--- config.mk ---
export PLATFORM = sky130hd
export DESIGN_NAME = dual_current_decimate_average
export DESIGN_NICKNAME = d
export VERILOG_FILES = /design/src/dcda_pkg.sv /design/src/dual_current_decimate_average.sv /design/src/dcda_div.sv /design/src/dcda_ring.sv
export SDC_FILE = /design/constraint.sdc
export NUM_CORES = 2
export LEC_CHECK = 0
export ABC_AREA = 0
export CORE_UTILIZATION = 50
export CTS_CLUSTER_DIAMETER = 60
export DETAILED_ROUTE_END_ITERATION = 8
export DONT_BUFFER_PORTS = 1
export GPL_ROUTABILITY_DRIVEN = 1
export GPL_TIMING_DRIVEN = 0
export SETUP_SLACK_MARGIN = 0.4
export SLEW_MARGIN = 20
export SYNTH_ARGS = -nofsm -noshare
export SYNTH_HDL_FRONTEND = slang
export SYNTH_SLANG_ARGS = --single-unit
--- constraint.sdc ---
create_clock -name clk -period 9.9 [get_ports clk]
set_clock_uncertainty 0.05 [all_clocks]
set_input_delay 0.495 -clock clk [delete_from_list [all_inputs] [get_ports clk]]
set_output_delay 0.495 -clock clk [all_outputs]
set_load 0.02 [all_outputs]
--- src/dcda_pkg.sv ---
`timescale 1ns / 1ps

package dcda_pkg;

  // Field and state widths
  localparam int MV_W        = 12;
  localparam int CNT_W       = 16;
  localparam int ACC_W       = MV_W + CNT_W;
  localparam int SUM_W       = 16;
  localparam int WINDOW      = 16;
  localparam int POS_W       = $clog2(WINDOW);
  localparam int FILL_W      = $clog2(WINDOW + 1);
  localparam int PROD_W      = 2 * MV_W;

  // Limits and scaling constants
  localparam logic [CNT_W-1:0]  MAX_SAMPLES   = 16'd65535;
  localparam logic [MV_W-1:0]   ADC_FULL_CODE = 12'd4095;
  localparam logic [MV_W-1:0]   FULL_SCALE_RST = 12'd3300;
  localparam logic [FILL_W-1:0] WINDOW_FILL   = FILL_W'(WINDOW);

  // Shared divider geometry: dividend up to ACC_W bits, divisor CNT_W bits
  localparam int DIVD_W    = ACC_W;
  localparam int DIVS_W    = CNT_W;
  localparam int DIV_STEPS = DIVD_W;
  localparam int DIV_CNT_W = $clog2(DIV_STEPS);

  // Configuration register indexes
  localparam int CFG_IDX_W = 2;
  localparam logic [CFG_IDX_W-1:0] REG_OFFSET_A      = 2'd0;
  localparam logic [CFG_IDX_W-1:0] REG_OFFSET_B      = 2'd1;
  localparam logic [CFG_IDX_W-1:0] REG_FULL_SCALE_MV = 2'd2;

  // Command codes
  localparam logic CMD_SAMPLE = 1'b0;
  localparam logic CMD_DUMP   = 1'b1;

  // Request into the shared divider
  typedef struct packed {
    logic              start;
    logic [DIVD_W-1:0] dividend;
    logic [DIVS_W-1:0] divisor;
  } div_req_t;

  // Shared write control for both averaging rings
  typedef struct packed {
    logic             push;
    logic [POS_W-1:0] pos;
  } ring_req_t;

endpackage

--- src/dual_current_decimate_average.sv ---
`timescale 1ns / 1ps

// Two-channel current conditioner. A sample transaction (cmd 0) adds one
// ADC code per channel to its accumulator, up to 65535 pairs; later
// samples are dropped. A dump transaction (cmd 1) averages each channel,
// removes the zero offset, scales to millivolts, pushes the value into a
// 16-entry moving-average ring and returns the rounded mean of the filled
// entries as one result. The four divisions by a count in a dump (average
// and mean, per channel) run on one shared restoring divider. The scaling
// by full_scale/4095 is a multiply followed by a shift-and-add divide per
// channel. in_stall is high from an accepted dump until its result is in
// the output register, longer if the previous result is still waiting
// there. The result sits in an output register, so samples are taken
// while it waits.
module dual_current_decimate_average (
  input  logic                                 clk,
  input  logic                                 rst_n,
  // input channel
  input  logic                                 in_valid,
  output logic                                 in_stall,
  input  logic                                 in_cmd,
  input  logic [dcda_pkg::MV_W-1:0]            in_sample_a,
  input  logic [dcda_pkg::MV_W-1:0]            in_sample_b,
  // result channel
  output logic                                 out_valid,
  input  logic                                 out_stall,
  output logic [dcda_pkg::MV_W-1:0]            out_current_a_mv,
  output logic [dcda_pkg::MV_W-1:0]            out_current_b_mv,
  // configuration port
  input  logic                                 cfg_valid,
  output logic                                 cfg_ready,
  input  logic [dcda_pkg::CFG_IDX_W-1:0]       cfg_index,
  input  logic [dcda_pkg::MV_W-1:0]            cfg_data
);
  import dcda_pkg::*;

  typedef enum logic [6:0] {
    ST_IDLE = 7'b0000001,
    ST_AVG  = 7'b0000010,
    ST_MUL  = 7'b0000100,
    ST_MV   = 7'b0001000,
    ST_PUSH = 7'b0010000,
    ST_MEAN = 7'b0100000,
    ST_DONE = 7'b1000000
  } state_t;

  state_t state_r, state_nxt;

  logic [MV_W-1:0]   offset_a_r, offset_b_r, full_scale_r;
  logic [ACC_W-1:0]  accum_a_r, accum_a_nxt, accum_b_r, accum_b_nxt;
  logic [CNT_W-1:0]  count_r, count_nxt;
  logic [POS_W-1:0]  pos_r, pos_nxt;
  logic [FILL_W-1:0] fill_r, fill_nxt;
  logic              ch_r, ch_nxt;
  logic              issued_r, issued_nxt;
  logic [MV_W-1:0]   avg_r, avg_nxt;
  logic [PROD_W-1:0] prod_r, prod_nxt;
  logic [MV_W-1:0]   mv_a_r, mv_a_nxt, mv_b_r, mv_b_nxt;
  logic [MV_W-1:0]   res_a_r, res_a_nxt, res_b_r, res_b_nxt;
  logic [MV_W-1:0]   out_a_r, out_a_nxt, out_b_r, out_b_nxt;
  logic              out_valid_r, out_valid_nxt;

  div_req_t          div_req;
  logic              div_done;
  logic [DIVD_W-1:0] div_quo;
  ring_req_t         ring_req;
  logic [SUM_W-1:0]  sum_a, sum_b;

  logic              in_accept;
  logic [MV_W-1:0]   off_sel, raw;
  logic [ACC_W-1:0]  accum_sel;
  logic [SUM_W-1:0]  sum_sel;
  logic [PROD_W-1:0] scale_sum;
  logic [MV_W-1:0]   mv_q;

  dcda_div u_div (
    .clk      (clk),
    .rst_n    (rst_n),
    .req      (div_req),
    .done     (div_done),
    .quotient (div_quo)
  );

  dcda_ring u_ring_a (
    .clk   (clk),
    .rst_n (rst_n),
    .req   (ring_req),
    .value (mv_a_r),
    .sum   (sum_a)
  );

  dcda_ring u_ring_b (
    .clk   (clk),
    .rst_n (rst_n),
    .req   (ring_req),
    .value (mv_b_r),
    .sum   (sum_b)
  );

  assign in_stall  = (state_r != ST_IDLE);
  assign in_accept = in_valid && !in_stall;
  assign cfg_ready = 1'b1;

  // Channel operand selection
  assign off_sel   = ch_r ? offset_b_r : offset_a_r;
  assign accum_sel = ch_r ? accum_b_r : accum_a_r;
  assign sum_sel   = ch_r ? sum_b : sum_a;
  assign raw       = (avg_r > off_sel) ? (avg_r - off_sel) : '0;

  // Divide by 4095 = 2^12 - 1: (x + (x >> 12) + 1) >> 12, exact for x <= 4095 * 4095
  assign scale_sum = prod_r + (prod_r >> MV_W) + PROD_W'(1);
  assign mv_q      = scale_sum[PROD_W-1:MV_W];

  // Sequencer
  always_comb begin
    state_nxt     = state_r;
    accum_a_nxt   = accum_a_r;
    accum_b_nxt   = accum_b_r;
    count_nxt     = count_r;
    pos_nxt       = pos_r;
    fill_nxt      = fill_r;
    ch_nxt        = ch_r;
    issued_nxt    = issued_r;
    avg_nxt       = avg_r;
    prod_nxt      = prod_r;
    mv_a_nxt      = mv_a_r;
    mv_b_nxt      = mv_b_r;
    res_a_nxt     = res_a_r;
    res_b_nxt     = res_b_r;
    out_a_nxt     = out_a_r;
    out_b_nxt     = out_b_r;
    out_valid_nxt = out_valid_r && out_stall;
    div_req       = '0;
    ring_req      = '0;
    ring_req.pos  = pos_r;

    case (state_r)
      ST_IDLE: begin
        if (in_accept) begin
          if (in_cmd == CMD_DUMP) begin
            ch_nxt     = 1'b0;
            issued_nxt = 1'b0;
            state_nxt  = ST_AVG;
          end else if (count_r < MAX_SAMPLES) begin
            accum_a_nxt = accum_a_r + ACC_W'(in_sample_a);
            accum_b_nxt = accum_b_r + ACC_W'(in_sample_b);
            count_nxt   = count_r + 1'b1;
          end
        end
      end
      ST_AVG: begin
        // accumulator / count; an empty count averages to zero
        if (!issued_r) begin
          div_req.start    = 1'b1;
          div_req.dividend = accum_sel;
          div_req.divisor  = count_r;
          issued_nxt       = 1'b1;
        end else if (div_done) begin
          avg_nxt    = (count_r == '0) ? '0 : div_quo[MV_W-1:0];
          issued_nxt = 1'b0;
          state_nxt  = ST_MUL;
        end
      end
      ST_MUL: begin
        prod_nxt  = PROD_W'(raw) * PROD_W'(full_scale_r);
        state_nxt = ST_MV;
      end
      ST_MV: begin
        // product / 4095, truncated
        if (!ch_r) begin
          mv_a_nxt  = mv_q;
          ch_nxt    = 1'b1;
          state_nxt = ST_AVG;
        end else begin
          mv_b_nxt    = mv_q;
          accum_a_nxt = '0;
          accum_b_nxt = '0;
          count_nxt   = '0;
          if (fill_r < WINDOW_FILL) begin
            fill_nxt = fill_r + 1'b1;
          end
          state_nxt = ST_PUSH;
        end
      end
      ST_PUSH: begin
        ring_req.push = 1'b1;
        pos_nxt       = pos_r + 1'b1;
        ch_nxt        = 1'b0;
        state_nxt     = ST_MEAN;
      end
      ST_MEAN: begin
        // rounded mean over filled entries
        if (!issued_r) begin
          div_req.start    = 1'b1;
          div_req.dividend = DIVD_W'(sum_sel) + DIVD_W'(fill_r >> 1);
          div_req.divisor  = DIVS_W'(fill_r);
          issued_nxt       = 1'b1;
        end else if (div_done) begin
          issued_nxt = 1'b0;
          if (!ch_r) begin
            res_a_nxt = div_quo[MV_W-1:0];
            ch_nxt    = 1'b1;
          end else begin
            res_b_nxt = div_quo[MV_W-1:0];
            state_nxt = ST_DONE;
          end
        end
      end
      ST_DONE: begin
        // wait for the output register to free up
        if (!out_valid_r || !out_stall) begin
          out_a_nxt     = res_a_r;
          out_b_nxt     = res_b_r;
          out_valid_nxt = 1'b1;
          state_nxt     = ST_IDLE;
        end
      end
      default: begin
        state_nxt = ST_IDLE;
      end
    endcase
  end

  // Control and state registers
  always_ff @(posedge clk) begin
    if (!rst_n) begin
      state_r     <= ST_IDLE;
      accum_a_r   <= '0;
      accum_b_r   <= '0;
      count_r     <= '0;
      pos_r       <= '0;
      fill_r      <= '0;
      ch_r        <= 1'b0;
      issued_r    <= 1'b0;
      out_valid_r <= 1'b0;
    end else begin
      state_r     <= state_nxt;
      accum_a_r   <= accum_a_nxt;
      accum_b_r   <= accum_b_nxt;
      count_r     <= count_nxt;
      pos_r       <= pos_nxt;
      fill_r      <= fill_nxt;
      ch_r        <= ch_nxt;
      issued_r    <= issued_nxt;
      out_valid_r <= out_valid_nxt;
    end
    avg_r   <= avg_nxt;
    prod_r  <= prod_nxt;
    mv_a_r  <= mv_a_nxt;
    mv_b_r  <= mv_b_nxt;
    res_a_r <= res_a_nxt;
    res_b_r <= res_b_nxt;
    out_a_r <= out_a_nxt;
    out_b_r <= out_b_nxt;
  end

  // Configuration registers
  always_ff @(posedge clk) begin
    if (!rst_n) begin
      offset_a_r   <= '0;
      offset_b_r   <= '0;
      full_scale_r <= FULL_SCALE_RST;
    end else if (cfg_valid && cfg_ready) begin
      case (cfg_index)
        REG_OFFSET_A:      offset_a_r   <= cfg_data;
        REG_OFFSET_B:      offset_b_r   <= cfg_data;
        REG_FULL_SCALE_MV: full_scale_r <= cfg_data;
        default: begin
        end
      endcase
    end
  end

  assign out_valid        = out_valid_r;
  assign out_current_a_mv = out_a_r;
  assign out_current_b_mv = out_b_r;

endmodule

--- src/dcda_div.sv ---
`timescale 1ns / 1ps

module dcda_div (
  input  logic                     clk,
  input  logic                     rst_n,
  input  dcda_pkg::div_req_t       req,
  output logic                     done,
  output logic [dcda_pkg::DIVD_W-1:0] quotient
);
  import dcda_pkg::*;

  logic [DIVS_W-1:0]    rem_r, rem_nxt;
  logic [DIVD_W-1:0]    quo_r, quo_nxt;
  logic [DIVS_W-1:0]    dvs_r, dvs_nxt;
  logic [DIV_CNT_W-1:0] cnt_r, cnt_nxt;
  logic                 busy_r, busy_nxt;
  logic                 done_r, done_nxt;

  logic [DIVS_W:0] trial;
  logic            ge;

  // One restoring step per cycle: shift in next dividend bit, try subtract
  assign trial = {rem_r, quo_r[DIVD_W-1]};
  assign ge    = (trial >= {1'b0, dvs_r});

  always_comb begin
    rem_nxt  = rem_r;
    quo_nxt  = quo_r;
    dvs_nxt  = dvs_r;
    cnt_nxt  = cnt_r;
    busy_nxt = busy_r;
    done_nxt = 1'b0;
    if (req.start) begin
      rem_nxt  = '0;
      quo_nxt  = req.dividend;
      dvs_nxt  = req.divisor;
      cnt_nxt  = DIV_CNT_W'(DIV_STEPS - 1);
      busy_nxt = 1'b1;
    end else if (busy_r) begin
      rem_nxt = ge ? DIVS_W'(trial - {1'b0, dvs_r}) : trial[DIVS_W-1:0];
      quo_nxt = {quo_r[DIVD_W-2:0], ge};
      cnt_nxt = cnt_r - 1'b1;
      if (cnt_r == '0) begin
        busy_nxt = 1'b0;
        done_nxt = 1'b1;
      end
    end
  end

  always_ff @(posedge clk) begin
    if (!rst_n) begin
      busy_r <= 1'b0;
      done_r <= 1'b0;
    end else begin
      busy_r <= busy_nxt;
      done_r <= done_nxt;
    end
    rem_r <= rem_nxt;
    quo_r <= quo_nxt;
    dvs_r <= dvs_nxt;
    cnt_r <= cnt_nxt;
  end

  assign done     = done_r;
  assign quotient = quo_r;

endmodule

--- src/dcda_ring.sv ---
`timescale 1ns / 1ps

module dcda_ring (
  input  logic                       clk,
  input  logic                       rst_n,
  input  dcda_pkg::ring_req_t        req,
  input  logic [dcda_pkg::MV_W-1:0]  value,
  output logic [dcda_pkg::SUM_W-1:0] sum
);
  import dcda_pkg::*;

  logic [MV_W-1:0]  ring_r [WINDOW];
  logic [SUM_W-1:0] sum_r, sum_nxt;

  // Running window sum: add the new entry, drop the one it replaces
  assign sum_nxt = sum_r + SUM_W'(value) - SUM_W'(ring_r[req.pos]);

  always_ff @(posedge clk) begin
    if (!rst_n) begin
      sum_r <= '0;
      for (int i = 0; i < WINDOW; i++) begin
        ring_r[i] <= '0;
      end
    end else if (req.push) begin
      sum_r           <= sum_nxt;
      ring_r[req.pos] <= value;
    end
  end

  assign sum = sum_r;

endmodule
After elaboration in Yosys (flattened, before gate mapping)
Memory sizes are Yosys's and may differ from the RTL's. A register that Yosys moved wholly into a read port is not among the register bits.
Cells that the tools add are included.
{"block": "totals", "reg_bits": 334, "ramBits": 384, "inputBits": 44, "elab_cells": 168, "n_memories": 2}
{"block": "classes", "add_sub_neg": 15, "n_mul": 1, "magnitude_cmp": 4, "n_eq_ne": 21, "n_mux": 63, "bitwise_logic": 3, "reduce_logical": 31}
{"memory": "u_ring_a.ring_r", "depth": 16, "word_bits": 12, "rd": 1, "rd_ports_with_merged_regs": 1, "write_ports": 16, "line": "dcda_ring.sv:12", "rtl": "logic [MV_W-1:0] ring_r [WINDOW];"}
{"memory": "u_ring_b.ring_r", "depth": 16, "word_bits": 12, "rd": 1, "rd_ports_with_merged_regs": 1, "write_ports": 16, "line": "dcda_ring.sv:12"}
{"cell": "two-way mux 28 bit", "count": 10}
{"cell": "one-hot mux 28 bit (2 select lines)", "count": 2}
{"cell": "two-way mux 16 bit", "count": 6}
{"cell": "two-way mux 45 bit", "count": 2}
{"cell": "one-hot mux 45 bit (2 select lines)", "count": 1}
{"cell": "adder 28 x 12 -> 28 bit", "count": 2}
{"cell": "two-way mux 7 bit", "count": 8}
{"cell": "one-hot mux 7 bit (7 select lines)", "count": 1}
{"cell": "two-way mux 12 bit", "count": 4}
{"cell": "adder 16 x 12 -> 16 bit", "count": 2}
{"cell": "one-hot mux 16 bit (2 select lines)", "count": 1}
{"cell": "subtractor 16 x 12 -> 16 bit", "count": 2}
{"cell": "adder 24 x 1 -> 24 bit (second input constant)", "count": 1}
{"cell": "adder 24 x 12 -> 24 bit", "count": 1}
{"cell": "multiplier 12 x 12 -> 24 bit", "count": 1}
{"cell": "two-way mux 4 bit", "count": 6}
{"cell": "OR reduction 12 bit", "count": 2}
{"cell": "two-way mux 1 bit", "count": 19}
{"cell": "inequality test 2 bit (second input constant)", "count": 9}
{"cell": "adder 16 x 4 -> 17 bit", "count": 1}
{"cell": ">= comparator 17 x 16 -> 1 bit", "count": 1}
{"cell": "adder 16 x 1 -> 16 bit (second input constant)", "count": 1}
{"cell": "zero test 16 bit", "count": 1}
{"cell": "less-than comparator 16 bit (second input constant)", "count": 1}
{"cell": "36 further kinds", "count": 53}

Logic depth before layout (Yosys ltp)
{"block": "logic_depth", "word_depth": 7, "ltp_mapped": 36}

Cells and area by module
From an unflattened synthesis, not the netlist that was laid out.
{"block": "hier_totals", "cells_unflattened": 3720, "hier_area_um2": 41802.6}
{"mod": "dual_current_decimate_average", "instances": 1, "cells_each": 1879, "area_per_inst_um2": 17390.4, "seq_area_each_um2": 5785.5}
{"mod": "dcda_ring (u_ring_b)", "instances": 1, "cells_each": 770, "area_per_inst_um2": 10461.3, "seq_area_each_um2": 6085.8}
{"mod": "dcda_ring (u_ring_a)", "instances": 1, "cells_each": 770, "area_per_inst_um2": 10460.0, "seq_area_each_um2": 6085.8}
{"mod": "dcda_div", "instances": 1, "cells_each": 301, "area_per_inst_um2": 3490.8, "seq_area_each_um2": 1781.7}

Least setup slack after synthesis
OpenSTA, ideal clock, no wires.
{"block": "synth_timing", "path_kind": "register to register", "start": "register ch_r", "end": "register prod_r[23], data pin", "setup_ns": 0.259, "arrival_ns": 8.142, "required_time_ns": 9.591, "slack_ns": 1.449, "path_stages_with_launch": 37, "n_path_buf": 5, "period_less_slack_ns": 8.451, "path_cell_list": "dfxtp_1 clkbuf_1 clkbuf_1 buf_2 buf_2 mux2_2 ha_1 inv_1 fa_1 a21oi_1 o21bai_1 a221oi_1 nand2b_1 a21oi_2 o31ai_4 nor2_1 clkbuf_1 nand2_1 fa_1 inv_1 fa_1 inv_1 fa_1 inv_1 fa_1 inv_1 fa_1 inv_1 ha_1 or3_1 nand2b_1 o2111ai_1 nand4_1 a21o_1 a221o_1 a21oi_1 xnor2_1"}
{"block": "synth_via", "elab_chain_len": 4}
{"element": "start, declared", "line": "dual_current_decimate_average.sv:54", "rtl": "logic ch_r, ch_nxt;"}
{"element": "start signal, assigned", "line": "dual_current_decimate_average.sv:243", "rtl": "ch_r <= ch_nxt;"}
{"element": "two-way mux 12 bit *", "line": "dual_current_decimate_average.sv:105", "rtl": "assign off_sel = ch_r ? offset_b_r : offset_a_r;"}
{"element": "subtractor 12 bit or greater-than comparator 12 bit (tied branches)", "line": "dual_current_decimate_average.sv:108", "rtl": "assign raw = (avg_r > off_sel) ? (avg_r - off_sel) : '0;"}
{"element": "two-way mux 12 bit *", "line": "dual_current_decimate_average.sv:108"}
{"element": "multiplier 12 x 12 -> 24 bit *", "line": "dual_current_decimate_average.sv:165", "rtl": "prod_nxt = PROD_W'(raw) * PROD_W'(full_scale_r);"}
{"element": "end signal, assigned", "line": "dual_current_decimate_average.sv:248", "rtl": "prod_r <= prod_nxt;"}
{"element": "end, declared", "line": "dual_current_decimate_average.sv:57", "rtl": "logic [PROD_W-1:0] prod_r, prod_nxt;"}
Every way passes the cells marked *; elsewhere a longest branch is shown, timed or not.
A chain may end at the register's enable or synchronous reset.

Worst setup path in the final report
Same ends and word-level chain as after synthesis.

==> metrics.md <==
| Metric | Value |
|---|---|
| Worst-case clock buffer depth | `3` |
| Total GRT Usage | `28.7%` |
| Area Growth Syn to Fin | `11.5%` |
| CP max stage delay | `0.53 ns` |
| Die area | `0.0823 mm²` |
| Min Clock Period, post-route | `9.18 ns` |
| Largest area contributor in the netlist | `edfxtp_1` |
| CTS tree | `built` |
| RSZ-0062 raised after global routing | `true` |
| Commonest cells in the netlist | `edfxtp_1 (536), nor3_1 (304), nand2_1 (294), inv_1 (265), clkbuf_1 (210)` |
| Final Max Tran Viols | `0` |
| Buffer and inverter count on the worst path | `11` |
| WL final | `117000 µm` |
| Total Negative Setup Slacks | `0 ns` |
| Initial antenna violation count | `1` |
| Clock share of power | `36.5%` |
| Sw Ratio | `28.9%` |
| Tcrit/Tclk final | `92.8%` |
| Int Power | `5840 µW` |
| EDFF count, synth | `536` |
| Startpoint Class | `flop` |
| Measured slew at the worst slew-check pin | `1.12 ns` |
| Combinational fraction of design power | `19.8%` |
| HPWL after detailed placement | `86900 µm` |
| Worst-path clk slew | `0.06 ns` |
| Standard-cell rows | `104` |
| Mean Syn Cell Area | `11.4 µm²` |
| Slew HR | `25.3%` |
| Global-route wire length before repair | `178000 µm` |
| Worst path slowest cell | `fa_1` |
| Vias in the first global route | `29500` |
| Crit path max fanout | `10` |
| Final WS setup | `0.716 ns` |
| DRT Pass-1 Iters | `6` |
| Top cell type's share of synthesized area | `39.7%` |
| Worst slack at placement | `-0.460 ns` |
| NetSw | `2380 µW` |
| Kind of end point of the critical path | `flop` |
| Die height | `287 µm` |
| Power Dens Cells | `182 mW/mm²` |
| Share of cells above drive strength 1 | `9.34%` |
| Count of final setup violators | `0` |
| Util after Layout | `56.3%` |
| Maxcap violations | `0` |
| Leakage | `0.0163 µW` |
| Pin count of the biggest net entering global routing | `29` |
| Max Freq | `109 MHz` |
| Layout Nets | `4022` |
| Cell Count, Final, Fillers Out | `4808` |
| Hold Path Class | `in -> reg` |
| Root Buffer | `clkbuf_16` |
| Global placer's final weighted congestion | `0.933` |
| Clock latency on the worst-skew pair | `0.65 ns` |
| Via Count | `29400` |
| Area contributors post-synth | `edfxtp_1 (40%), dfxtp_1 (9.2%), mux4_2 (6.7%), fa_1 (6.4%), ha_1 (5.2%)` |
| Worst Hold Slack | `0.0208 ns` |
| TritonCTS Buffers | `82` |
| Mapped Area | `0.0406 mm²` |
| # clock sinks | `722` |
| Final Hold Fails | `0` |
| Seq pwr share | `43.6%` |
| Width of the die | `287 µm` |
| Vias per cell | `6.11` |
| Core region area | `0.0804 mm²` |
| Outcome | `complete, no violations` |
| # DRC | `0` |
| Post-route ant nets | `0` |
| Cells after synthesis | `3567` |
| PortBufs | `0` |
| Wire length per cell | `24.4 µm` |
| H-tree levels | `3` |
| GRT overflow | `0` |
| Synthesized flop and latch total | `722` |
| I/O Pins | `71` |
| Initial Util | `50.5%` |
| Most frequent cell after synthesis | `edfxtp_1` |
| Arrival time of the worst setup path | `9.52 ns` |
| Ys flop type | `edfxtp_1` |
| Unique masters post-synth | `86` |
| WS Path Type | `reg -> reg` |
| Top delay family on crit path | `adder cells` |
| Max IR drop VDD | `0.180 mV` |
| Starting DRT DRC Count | `2817` |
| Syn Nets | `3909` |
| Yosys warns | `0` |
| Placed cells | `4641` |
| Async SR Flop Fraction | `0%` |
| Register area share after synthesis | `48.8%` |
| WP data required | `10.23 ns` |
==> cells by family after synthesis <==
kind of cell | count (synthesis) | share of synthesized area, %
buffers and inverters | 540 | 5.12
DFF | 722 | 48.8
and+or+nand+nor | 1229 | 15.3
xor gates and xnor gates | 140 | 3.02
other | 1 | 0.00924
adders and majority gates | 298 | 11.6
AOI/OAI and AO/OA | 427 | 7.23
muxes | 210 | 8.89
==> per-stage QoR <==
step | area [µm²] | total power [µW]
3_3_place_gp | 41900 | 5190
6_report | 45300 | 8220
3_5_place_dp | 42400 | 5260
2_1_floorplan | 40600 | 4780
5_1_grt | 45200 | 8560
4_1_cts | 45200 | 8240
==> area by class of cell <==
cell class                 instances  area, µm²
buffer                           252       1040
antenna                            1       2.50
inverter                         288       1080
sequential                       722      19800
timing repair buffer              28        443
clock inverter                    56        494
multi-input combinational       2306      18900
fill                            6809      35200
clock buffer                      95       2130
tap                             1060       1330
==> registers in the layout (all words and copies together), names as in the netlist, 16 cells and up, named ones only <==
signal           cells
u_ring_a.sum        16
u_ring_b.sum        16
u_ring_b.ring_r    192
u_div.quotient      28
u_ring_a.ring_r    192
u_div.rem_r         16
u_div.dvs_r         16
accum_b_r           28
prod_r              24
count_r             16
accum_a_r           28
==> cells in the final DEF, fill, tap and decap left out, drive strengths merged, types with 13 or more instances in the layout <==
cell,n
a21o,31
a211oi,18
dfxtp,186
nor2b,39
nand3,84
buf,54
nor3,305
edfxtp,536
nand2,294
or3,19
xnor2,84
nand4,22
clkinv,63
a21boi,48
o21a,18
and3,21
inv,273
ha,169
clkbuf,309
nand2b,20
mux4,120
fa,129
xor2,56
and2,129
o21ai,100
o221ai,13
nor4,103
a21oi,79
a2111oi,15
nor2,144
mux2i,88
o211ai,14
==> power groups by stage <==
| stage | Combinational (µW) | Sequential, µW | Clock (µW) |
|---|---|---|---|
| CTS | 1630 | 3590 | 3020 |
| finish | 1630 | 3590 | 3000 |
| global placement | 1550 | 3640 | 0 |
| global route | 1820 | 3600 | 3140 |
| floorplan | 1180 | 3600 | 0 |
| detailed placement | 1610 | 3650 | 0 |
==> worst register-to-register path, delay by kind of cell (launching register included) <==
kind                       cells  cell delay (ns)
AOI/OAI and AO/OA              9             1.85
xor gates and xnor gates       1             0.24
adders and majority gates      8             3.20
buffers and inverters         11             1.54
DFF                            1             0.31
muxes                          1             0.40
and+or+nand+nor                6             1.32
==> repair_timing <==
item	CTS	global route
endpoints found under the setup margin	10	5
setup buffers	0	2
cloned	0	1
pin swaps	0	4
gates resized for setup	14	26
hold endpoints to repair	31	0
hold buffers	12	0
==> path summary, 6_finish.rpt <==
kind | endpoint | slack (ns) | from | cells after the start
setup / recovery | prod_r[23] | 0.72 | ch_r | 36
hold / removal | offset_b_r[7] | 0.02 | cfg_data[7] | 2
setup reg to reg | prod_r[23] | 0.72 | ch_r | 36
hold reg to reg | out_current_b_mv[11] | 0.36 | res_b_r[11] | 0
==> routing by layer <==
| metal | track usage (%) | share of wire, % | vias up |
|---|---|---|---|
| met2 | 47.3 | 48 | 1205 |
| met1 | 39.3 | 42 | 14800 |
| met3 | 4.33 | 7.4 | 202 |
| li1 | - | - | 13100 |
| met4 | 8.16 | 2.7 | 2 |
| met5 | 0 | 0.0068 | - |
No activity file was read; power rests on OpenSTA's default activity.
